**config.mk**
```make
export PLATFORM = sky130hd
export DESIGN_NAME = serial_frame_deframer
export DESIGN_NICKNAME = d
export VERILOG_FILES = /design/src/rtl/sfd_pkg.sv /design/src/rtl/serial_frame_deframer.sv /design/src/rtl/sfd_cfg_regs.sv /design/src/rtl/sfd_tracker.sv /design/src/rtl/sfd_out_reg.sv
export SDC_FILE = /design/constraint.sdc
export NUM_CORES = 1
export LEC_CHECK = 0
export ABC_AREA = 1
export ABC_CLOCK_PERIOD_IN_PS = 6900
export BUFFER_PORTS_ARGS = -buffer_cell sky130_fd_sc_hd__buf_2
export CAP_MARGIN = 20
export CORE_MARGIN = 4
export CORE_UTILIZATION = 44
export CTS_CLUSTER_SIZE = 10
export DETAILED_ROUTE_END_ITERATION = 8
export MAX_ROUTING_LAYER = met4
export RECOVER_POWER = 100
export SETUP_SLACK_MARGIN = 0.5
export SYNTH_ARGS = -nofsm -noshare
export SYNTH_HDL_FRONTEND = slang
export SYNTH_SLANG_ARGS = --single-unit
```
**constraint.sdc**
```tcl
create_clock -name clk -period 6.9 [get_ports clk]
set_input_delay 1.725 -clock clk [delete_from_list [all_inputs] [get_ports clk]]
set_output_delay 1.725 -clock clk [all_outputs]
set_load 0.01 [all_outputs]
```
**src/rtl/sfd_pkg.sv**
```systemverilog
// Shared types and constants for the serial frame deframer.
`timescale 1ns / 1ps
package sfd_pkg;

	// Number of bytes in the little-endian length field (1 or 2).
	localparam int unsigned LEN_BYTES = 2;

	localparam int unsigned BYTE_W   = 8;
	localparam int unsigned LEN_W    = 16;
	localparam int unsigned LEFT_W   = 17;
	localparam int unsigned CODE_W   = 3;
	localparam int unsigned CFG_IDX_W = 2;

	// Byte role codes.
	localparam logic [CODE_W-1:0] ROLE_DISCARD = 3'd0;
	localparam logic [CODE_W-1:0] ROLE_HEADER  = 3'd1;
	localparam logic [CODE_W-1:0] ROLE_LENGTH  = 3'd2;
	localparam logic [CODE_W-1:0] ROLE_TYPE    = 3'd3;
	localparam logic [CODE_W-1:0] ROLE_PAYLOAD = 3'd4;
	localparam logic [CODE_W-1:0] ROLE_FOOTER  = 3'd5;

	// Frame status codes.
	localparam logic [CODE_W-1:0] STAT_NONE       = 3'd0;
	localparam logic [CODE_W-1:0] STAT_GOOD       = 3'd1;
	localparam logic [CODE_W-1:0] STAT_BAD_FOOTER = 3'd2;
	localparam logic [CODE_W-1:0] STAT_BAD_TYPE   = 3'd3;
	localparam logic [CODE_W-1:0] STAT_TOO_LONG   = 3'd4;

	// Configuration register indexes.
	localparam logic [CFG_IDX_W-1:0] CFG_HEADER_VALUE = 2'd0;
	localparam logic [CFG_IDX_W-1:0] CFG_FOOTER_VALUE = 2'd1;
	localparam logic [CFG_IDX_W-1:0] CFG_TYPE_LIMIT   = 2'd2;
	localparam logic [CFG_IDX_W-1:0] CFG_MAX_PAYLOAD  = 2'd3;

	typedef struct packed {
		logic [BYTE_W-1:0] header_value;
		logic [BYTE_W-1:0] footer_value;
		logic [BYTE_W-1:0] type_limit;
		logic [LEN_W-1:0]  max_payload;
	} sfd_cfg_t;

	typedef struct packed {
		logic [BYTE_W-1:0] data_byte;
		logic [CODE_W-1:0] byte_role;
		logic [BYTE_W-1:0] frame_kind;
		logic [LEN_W-1:0]  payload_size;
		logic [LEFT_W-1:0] bytes_to_go;
		logic              frame_end;
		logic [CODE_W-1:0] frame_status;
	} sfd_result_t;

endpackage

```
**src/rtl/serial_frame_deframer.sv**
```systemverilog
// Top level of the serial frame deframer.
//
//   Channel | Handshake            | Payload
//   --------+----------------------+------------------------------------------
//   in      | in_valid / in_ready  | rx_byte
//   out     | out_valid / out_ready| data_byte, byte_role, frame_kind,
//           |                      | payload_size, bytes_to_go, frame_end,
//           |                      | frame_status
//   cfg     | cfg_we (no wait)     | cfg_index, cfg_data
//
// One byte is accepted per cycle while the output is not stalled; each byte yields one result
// through the input register, then the result register after the frame tracker logic.
// Reset clears the frame state and loads register defaults; no clearing pass.
// A stalled output holds its result; the input register still takes one more byte,
// after which in_ready drops until the result transaction completes.
`timescale 1ns / 1ps
module serial_frame_deframer (
	input  logic                          clk,
	input  logic                          arst_n,
	input  logic                          in_valid,
	output logic                          in_ready,
	input  logic [sfd_pkg::BYTE_W-1:0]    rx_byte,
	output logic                          out_valid,
	input  logic                          out_ready,
	output logic [sfd_pkg::BYTE_W-1:0]    data_byte,
	output logic [sfd_pkg::CODE_W-1:0]    byte_role,
	output logic [sfd_pkg::BYTE_W-1:0]    frame_kind,
	output logic [sfd_pkg::LEN_W-1:0]     payload_size,
	output logic [sfd_pkg::LEFT_W-1:0]    bytes_to_go,
	output logic                          frame_end,
	output logic [sfd_pkg::CODE_W-1:0]    frame_status,
	input  logic                          cfg_we,
	input  logic [sfd_pkg::CFG_IDX_W-1:0] cfg_index,
	input  logic [sfd_pkg::LEN_W-1:0]     cfg_data
);
	import sfd_pkg::*;

	sfd_cfg_t          cfg;
	sfd_result_t       result;
	sfd_result_t       held;
	logic              valid_s1;
	logic [BYTE_W-1:0] byte_s1;
	logic              out_free;
	logic              advance;

	// The byte in the input register moves on when the result stage can take it.
	assign advance  = valid_s1 && out_free;
	assign in_ready = !valid_s1 || advance;

	// Input register.
	always_ff @(posedge clk or negedge arst_n) begin
		if (!arst_n) begin
			valid_s1 <= 1'b0;
		end else if (in_ready) begin
			valid_s1 <= in_valid;
		end
	end

	always_ff @(posedge clk) begin
		if (in_ready && in_valid) begin
			byte_s1 <= rx_byte;
		end
	end

	sfd_cfg_regs u_cfg (
		.clk       (clk),
		.arst_n    (arst_n),
		.cfg_we    (cfg_we),
		.cfg_index (cfg_index),
		.cfg_data  (cfg_data),
		.cfg       (cfg)
	);

	sfd_tracker u_tracker (
		.clk     (clk),
		.arst_n  (arst_n),
		.step    (advance),
		.rx_byte (byte_s1),
		.cfg     (cfg),
		.result  (result)
	);

	sfd_out_reg u_out (
		.clk       (clk),
		.arst_n    (arst_n),
		.load      (advance),
		.result    (result),
		.out_ready (out_ready),
		.out_valid (out_valid),
		.free      (out_free),
		.held      (held)
	);

	assign data_byte    = held.data_byte;
	assign byte_role    = held.byte_role;
	assign frame_kind   = held.frame_kind;
	assign payload_size = held.payload_size;
	assign bytes_to_go  = held.bytes_to_go;
	assign frame_end    = held.frame_end;
	assign frame_status = held.frame_status;

endmodule

```
**src/rtl/sfd_cfg_regs.sv**
```systemverilog
// Configuration register file of the serial frame deframer.
`timescale 1ns / 1ps
module sfd_cfg_regs (
	input  logic                           clk,
	input  logic                           arst_n,
	input  logic                           cfg_we,
	input  logic [sfd_pkg::CFG_IDX_W-1:0]  cfg_index,
	input  logic [sfd_pkg::LEN_W-1:0]      cfg_data,
	output sfd_pkg::sfd_cfg_t              cfg
);
	import sfd_pkg::*;

	sfd_cfg_t cfg_q;

	// Register writes, decoded by index.
	always_ff @(posedge clk or negedge arst_n) begin
		if (!arst_n) begin
			cfg_q.header_value <= '0;
			cfg_q.footer_value <= '0;
			cfg_q.type_limit   <= '1;
			cfg_q.max_payload  <= '1;
		end else if (cfg_we) begin
			unique case (cfg_index)
				CFG_HEADER_VALUE: cfg_q.header_value <= cfg_data[BYTE_W-1:0];
				CFG_FOOTER_VALUE: cfg_q.footer_value <= cfg_data[BYTE_W-1:0];
				CFG_TYPE_LIMIT:   cfg_q.type_limit   <= cfg_data[BYTE_W-1:0];
				CFG_MAX_PAYLOAD:  cfg_q.max_payload  <= cfg_data;
				default: ;
			endcase
		end
	end

	assign cfg = cfg_q;

endmodule

```
**src/rtl/sfd_tracker.sv**
```systemverilog
// Frame layout tracker: phase state and per-byte result logic.
`timescale 1ns / 1ps
module sfd_tracker (
	input  logic                        clk,
	input  logic                        arst_n,
	input  logic                        step,
	input  logic [sfd_pkg::BYTE_W-1:0]  rx_byte,
	input  sfd_pkg::sfd_cfg_t           cfg,
	output sfd_pkg::sfd_result_t        result
);
	import sfd_pkg::*;

	typedef enum logic [2:0] {
		PH_HUNT,
		PH_LEN,
		PH_TYPE,
		PH_PAYLOAD,
		PH_FOOTER
	} phase_t;

	localparam logic LAST_IDX = 1'(LEN_BYTES - 1);

	phase_t            phase_q, phase_d;
	logic [LEN_W-1:0]  length_accum_q, length_accum_d;
	logic              length_idx_q, length_idx_d;
	logic [BYTE_W-1:0] kind_q, kind_d;
	logic [LEN_W-1:0]  payload_count_q, payload_count_d;

	logic [LEN_W-1:0]  len_shifted;
	logic [LEN_W-1:0]  len_merged;
	logic [LEN_W-1:0]  count_dec;

	// Incoming length byte placed at its little-endian position.
	assign len_shifted = {{(LEN_W-BYTE_W){1'b0}}, rx_byte} << {length_idx_q, 3'b000};
	assign len_merged  = length_accum_q | len_shifted;
	assign count_dec   = (payload_count_q != '0) ? payload_count_q - LEN_W'(1) : payload_count_q;

	// Next state and the result for the byte in hand.
	always_comb begin
		phase_d         = phase_q;
		length_accum_d  = length_accum_q;
		length_idx_d    = length_idx_q;
		kind_d          = kind_q;
		payload_count_d = payload_count_q;
		result              = '0;
		result.data_byte    = rx_byte;

		unique case (phase_q)
			PH_LEN: begin
				result.byte_role = ROLE_LENGTH;
				length_accum_d   = len_merged;
				if (length_idx_q == LAST_IDX) begin
					result.payload_size = len_merged;
					if (len_merged > cfg.max_payload) begin
						result.frame_end    = 1'b1;
						result.frame_status = STAT_TOO_LONG;
						phase_d             = PH_HUNT;
					end else begin
						phase_d = PH_TYPE;
					end
				end else begin
					length_idx_d = 1'b1;
				end
			end
			PH_TYPE: begin
				result.byte_role    = ROLE_TYPE;
				result.frame_kind   = rx_byte;
				result.payload_size = length_accum_q;
				kind_d              = rx_byte;
				if (rx_byte >= cfg.type_limit) begin
					result.frame_end    = 1'b1;
					result.frame_status = STAT_BAD_TYPE;
					phase_d             = PH_HUNT;
				end else begin
					payload_count_d    = length_accum_q;
					result.bytes_to_go = {1'b0, length_accum_q} + LEFT_W'(1);
					phase_d = (length_accum_q == '0) ? PH_FOOTER : PH_PAYLOAD;
				end
			end
			PH_PAYLOAD: begin
				result.byte_role    = ROLE_PAYLOAD;
				result.frame_kind   = kind_q;
				result.payload_size = length_accum_q;
				payload_count_d     = count_dec;
				result.bytes_to_go  = {1'b0, count_dec} + LEFT_W'(1);
				if (count_dec == '0) begin
					phase_d = PH_FOOTER;
				end
			end
			PH_FOOTER: begin
				result.byte_role    = ROLE_FOOTER;
				result.frame_kind   = kind_q;
				result.payload_size = length_accum_q;
				result.frame_end    = 1'b1;
				result.frame_status = (rx_byte == cfg.footer_value) ? STAT_GOOD
				                                                     : STAT_BAD_FOOTER;
				phase_d             = PH_HUNT;
			end
			default: begin
				// Hunting: only a header byte opens a new frame.
				phase_d = PH_HUNT;
				if (rx_byte == cfg.header_value) begin
					result.byte_role = ROLE_HEADER;
					phase_d          = PH_LEN;
					length_accum_d   = '0;
					length_idx_d     = 1'b0;
					kind_d           = '0;
					payload_count_d  = '0;
				end
			end
		endcase
	end

	// State advances once per byte handed to the result stage.
	always_ff @(posedge clk or negedge arst_n) begin
		if (!arst_n) begin
			phase_q         <= PH_HUNT;
			length_accum_q  <= '0;
			length_idx_q    <= 1'b0;
			kind_q          <= '0;
			payload_count_q <= '0;
		end else if (step) begin
			phase_q         <= phase_d;
			length_accum_q  <= length_accum_d;
			length_idx_q    <= length_idx_d;
			kind_q          <= kind_d;
			payload_count_q <= payload_count_d;
		end
	end

endmodule

```
**src/rtl/sfd_out_reg.sv**
```systemverilog
// Result register stage with valid and ready toward the consumer.
`timescale 1ns / 1ps
module sfd_out_reg (
	input  logic                  clk,
	input  logic                  arst_n,
	input  logic                  load,
	input  sfd_pkg::sfd_result_t  result,
	input  logic                  out_ready,
	output logic                  out_valid,
	output logic                  free,
	output sfd_pkg::sfd_result_t  held
);
	import sfd_pkg::*;

	logic        valid_s2;
	sfd_result_t result_s2;

	// The stage can take a new result when empty or when its transaction completes.
	assign free = !valid_s2 || out_ready;

	always_ff @(posedge clk or negedge arst_n) begin
		if (!arst_n) begin
			valid_s2 <= 1'b0;
		end else if (load) begin
			valid_s2 <= 1'b1;
		end else if (out_ready) begin
			valid_s2 <= 1'b0;
		end
	end

	// Payload needs no reset.
	always_ff @(posedge clk) begin
		if (load) begin
			result_s2 <= result;
		end
	end

	assign out_valid = valid_s2;
	assign held      = result_s2;

endmodule

```
Yosys cells after proc, flatten, opt, wreduce, memory -nomap -nowiden
Cells that the tools add are included.
- add/sub/neg operators: 3
- reduce and logical (&&, ||, !) cells: 26
- shift operators: 1
- $lt $le $gt $ge: 2
- bitwise logic cells: 4
- equality and inequality tests: 12
- multiplexer cells: 29
- operator list (kind ; count):
    16-bit 2-to-1 mux ; 4
    16-bit case mux with 2 select lines ; 2
    16-bit case mux with 3 select lines ; 1
    16-bit by 1-bit adder with 17-bit output (second input constant) ; 2
    17-bit case mux with 2 select lines ; 1
    16-bit zero test ; 2
    8-bit case mux with 2 select lines ; 2
    3-bit case mux with 4 select lines ; 2
    17-bit 2-to-1 mux ; 1
    8-bit equality test ; 2
    16-bit greater-than comparator ; 1
    16-bit OR ; 1
    16-bit nonzero test ; 1
    8-bit by 4-bit << shifter with 16-bit output ; 1
    16-bit by 1-bit subtractor with 16-bit output (second input constant) ; 1
    3-bit 2-to-1 mux ; 4
    4-bit 2-to-1 mux ; 3
    4-bit case mux with 3 select lines ; 1
    3-bit AND reduction ; 3
    8-bit greater-or-equal comparator ; 1
    8-bit 2-to-1 mux ; 1
    2-bit AND reduction ; 4
    3-bit by 2-bit equality test with 1-bit output (second input constant) ; 2
    2-bit nonzero test ; 3
    other kinds (18) ; 31
- register bits after elaboration: 150
- word-level logic and storage cells: 96

Logic depth before layout (Yosys ltp)
- word-level depth: 6
- gate-level depth with buffers: 21
- depth with buffers taken out: 21

Cells and area by module
Synthesis repeated with hierarchy kept, for this count alone.
- cells, all modules: 1029
- area, all modules: 8588.2 sq um
- by module, submodules not included (module ; area an instance (sq um) ; times used ; seq. area each (sq um) ; cells each):
    sfd_tracker ; 4809.6 ; 1 ; 1101.1 ; 773
    sfd_cfg_regs ; 1759.2 ; 1 ; 1031.0 ; 179
    sfd_out_reg ; 1726.7 ; 1 ; 1706.6 ; 61
    serial_frame_deframer ; 292.8 ; 1 ; 265.3 ; 16

Worst setup path after synthesis
No wires, ideal clock.
- path type: input to register
- from: in out_ready
- to: reg u_tracker.kind_q[0]
- stages: 7
- arrival: 5.773 ns
- library setup time: 0.083 ns
- setup slack: 1.044 ns
- required time: 6.817 ns
- cells stage by stage: inv_1 > a21oi_1 > nand4_1 > nor2_2 > buf_4 > nand3_1 > o21ai_0
- longest elaborated chain between the ends: 3
- ends and longest elaborated chain (item ; RTL line ; text):
    start: declaration ; serial_frame_deframer.sv:24 ; input logic out_ready,
    1-bit logical OR ; sfd_out_reg.sv:19 ; assign free = !valid_s2 || out_ready;
    1-bit logical AND ; serial_frame_deframer.sv:47 ; assign advance = valid_s1 && out_free;
    via advance ; serial_frame_deframer.sv:44 ; logic advance;
    3-bit AND reduction (no line) ; n/a ;
    end signal: assignment ; sfd_tracker.sv:126 ; kind_q <= kind_d;
    end: declaration ; sfd_tracker.sv:26 ; logic [BYTE_W-1:0] kind_q, kind_d;
The timed path passes the listed nets, and every way through them passes these cells.
A chain may end at the register's enable or synchronous reset.

Final worst setup path
- from: in out_ready
- to: reg u_tracker.length_idx_q
- longest elaborated chain between the ends: 3
- ends and longest elaborated chain (item ; RTL line ; text):
    1-bit logical OR ; sfd_out_reg.sv:19 ;
    1-bit logical AND ; serial_frame_deframer.sv:47 ;
    via advance ; serial_frame_deframer.sv:44 ;
    3-bit AND reduction (no line) ; n/a ;
    end signal: assignment ; sfd_tracker.sv:125 ; length_idx_q <= length_idx_d;
    end: declaration ; sfd_tracker.sv:25 ; logic length_idx_q, length_idx_d;
The timed path passes the listed nets, and every way through them passes these cells.

==> impl_metrics.csv <==
group,metric,value,unit
run,maxCapViolations,2,
placed_design,io_buffers,88,
floorplanning,dieArea,20700,µm²
timing,finalHoldViolations,0,
pwr,cellLeakagePower,4.11,nW
global_route,grtUsageMet1,30.0,%
floorplanning,die-width,144,µm
placed_design,placedInstanceArea,8770,µm²
logic_synthesis,yosys-top-cells-area,"edfxtp_1, dfrtp_1, nand2_1",
clock_network,ctsResizeCount,0,
floorplanning,start_util,45.0,%
placed_design,gp_congestion,0.941,
logic_synthesis,synth_top_flop_cell,"edfxtp_1",
logic_synthesis,ys_ff_latch,150,
detailed_routing,drt_wl_total,21600,µm
status,violations,"max-capacitance violations, max-slew violations",
timing,clock_skew,17.8,ps
global_route,grtUsageMet3,4.46,%
worst_setup_path,startpoint_type,"input port",
logic_synthesis,synthArstFlopShare,57.3,%
final_layout,fin_area,9230,µm²
min_path,holdPathStages,2,
final_layout,instances_no_fill,1296,
timing,worst_pin_slew,2080,ps
global_route,grt_pass1_vias,6584,
final_layout,drive_gt1_share,10.2,%
worst_setup_path,timing.rr.start,"u_tracker.phase_q[1]$_DFFE_PN0P_",
clock_network,htree_levels,4,
global_route,antenna_found_initial,0,
status,status,"complete, but fails checks",
min_path,hold_path_class,"reg -> reg",
logic_synthesis,yosys_warnings,0,
global_route,grt-ovfl-total,0,
clock_network,clk_latency,430,ps
logic_synthesis,synth_top_area_share,23.7,%
logic_synthesis,synth-seq-area-share,50.6,%
detailed_routing,drt_iter0_markers,488,
worst_setup_path,cp.arrival,4880,ps
clock_network,numCtsBuffers,17,
clock_network,cts_tree,"built",
detailed_routing,viasPerCell,5.27,
global_route,grt_pass1_wl,34600,µm
pwr,power_density,309,nW/µm²
timing,drv_slew,70,
clock_network,path_clk_slew,60,ps
global_route,busiest_layer,"met2",
min_path,min_to,"u_cfg.cfg[8]$_DFFE_PN1P_",
worst_setup_path,r2r_end,"u_out.held[8]$_DFFE_PP_",
global_route,grt_use_met2,34.7,%
timing,min_period,4590,ps
final_layout,diodes,0,
placed_design,dp_hpwl,16100,µm
logic_synthesis,yosysUniqueCellTypes,40,
logic_synthesis,synthesis.nets,1025,
logic_synthesis,syn_inst,964,
logic_synthesis,syn_area_per_cell,8.41,µm²
worst_setup_path,cp-end-kind,"flip-flop",
timing,min_period_over_period,66.6,%
clock_network,clock_path_buffers,2,
logic_synthesis,yosysMostFrequentCell,"nand2_1",
global_route,grt_max_degree,50,
clock_network,cts_setup_buffers,0,
min_path,hold_start,"u_cfg.cfg[8]$_DFFE_PN1P_",
detailed_routing,wl_per_cell,16.7,µm
final_layout,fillCellCount,1804,
pwr,p_total,2.85,mW
floorplanning,rows,49,
timing,rsz0062_at_grt,"no",
worst_setup_path,crit_type,"in -> reg",
detailed_routing,ant_nets,0,
worst_setup_path,cp.required,7180,ps
logic_synthesis,yosys.area.top_type,"edfxtp_1",
detailed_routing,drc_errors,0,
placed_design,dp_cells,1262,
clock_network,cts_hold_buf,0,
floorplanning,ios,89,
clock_network,cts-root-buf,"clkbuf_16",
logic_synthesis,syn_area,8100,µm²
clock_network,cts.sinks,150,
logic_synthesis,synth_edf_count,64,
global_route,grt_use_total,22.3,%
floorplanning,dieHeight,144,µm
final_layout,area_delta_synth_final,13.8,%
timing,setup-tns-final,0,ps
timing,setup-violations-final,0,
detailed_routing,first_pass_iters,5,
logic_synthesis,yosys-top-cells-count,"nand2_1, inv_1, nor2_1",
worst_setup_path,crit_path_max_fanout,31,
worst_setup_path,r2r_slack,3280,ps
timing,maxSlewHeadroom,-38.5,%
pwr,ir_worst_vdd,0.000176,V
floorplanning,core_area,18000,µm²
final_layout,nets,1115,
timing,timing.fmax,218,MHz
worst_setup_path,ff2ff_path_depth,8,
detailed_routing,vias,6828,
==> worst max-delay path, stage by stage <==
cell and delay, ps:
buf_2 70, inv_1 70, a21oi_4 740, clkbuf_1 1300
inv_1 110, nor2_1 190, nand2_1 360, inv_1 200
o21ai_0 90
==> placed cells by master, fill, tap and decap left out, types with 3 or more instances in the layout <==
master        n
nor2_4        3
nor2_1       89
inv_6         5
clkinvlp_4    3
inv_2         3
clkbuf_1     67
clkbuf_16    17
nor4_1        5
xor2_1       16
buf_2        27
dfrtp_1      62
nand4_1      17
o22ai_1      22
nor2_2        9
ha_1         30
inv_1       132
nand2_2       6
nor3_1        5
dfstp_2      24
nand2_1     227
xnor2_1       9
o21ai_0      75
edfxtp_1     64
o21ai_1       3
nand3_1      62
a21oi_1      61
==> worst max-delay path by stage <==
stage | startpoint | endpoint | slack, ps
after global placement | out_ready | u_tracker.length_idx_q$_DFFE_PN0P_ | 2760
after floorplan | out_ready | u_tracker.kind_q[0]$_DFFE_PN0P_ | 1040
after detailed placement | out_ready | u_tracker.payload_count_q[13]$_DFFE_PN0P_ | 2700
final | out_ready | u_tracker.length_idx_q$_DFFE_PN0P_ | 2310
after CTS | out_ready | in_ready | 2960
after global routing | out_ready | u_tracker.length_accum_q[13]$_DFFE_PN0P_ | 1990
==> stage by stage <==
stage / hold WS [ps] / setup WS, ps / util [%]
after CTS: 490 / 2960 / 51.8
after floorplan: 421 / 1040 / -
after global routing: 499 / 1990 / 51.2
after detailed placement: 479 / 2700 / 48.6
after global placement: 474 / 2760 / 48.6
final: 484 / 2310 / 51.2
==> registers in the layout, indices dropped and copies added (netlist names) <==
signal                     flops
u_cfg.cfg                     40
byte_s1                        8
u_out.out_valid                1
valid_s1                       1
u_tracker.kind_q               8
u_tracker.payload_count_q     16
u_tracker.length_accum_q      16
u_tracker.phase_q              3
u_out.held                    56
u_tracker.length_idx_q         1
==> cell type report <==
class	count	area (µm²)	area share, %
flip-flops and latches	150	4100	44.5
well taps	229	287	3.11
inverters	135	507	5.49
repair buffers	93	387	4.19
clock inverters	13	136	1.48
multi-input cells	657	3370	36.6
clock buffers	19	433	4.69
==> cell families (layout without fill, tap and decap cells) <==
logic type	count (synthesis)	count (layout)	share of synthesized area (%)
and+or+nand+nor	430	430	23.1
AOI/OAI and AO/OA	172	172	11.4
buffers and inverters	157	260	7.50
DFF	150	150	50.6
adders and majority gates	30	30	4.63
xor gates and xnor gates	25	25	2.70
==> metal layers <==
metal / part of all wire [%] / vias to the layer above
li1: - / 3373
met1: 45 / 3189
met2: 46 / 232
met3: 6.7 / 34
met4: 1.7 / 0
met5: 0 / -
==> report_power, final <==
part | leakage, nW | internal, mW | total, mW | switching [mW]
logic | 2.21 | 0.233 | 0.733 | 0.500
clock network | 0.269 | 0.507 | 0.903 | 0.395
registers | 1.63 | 1.10 | 1.21 | 0.113
No activity file was read; power rests on OpenSTA's default activity.
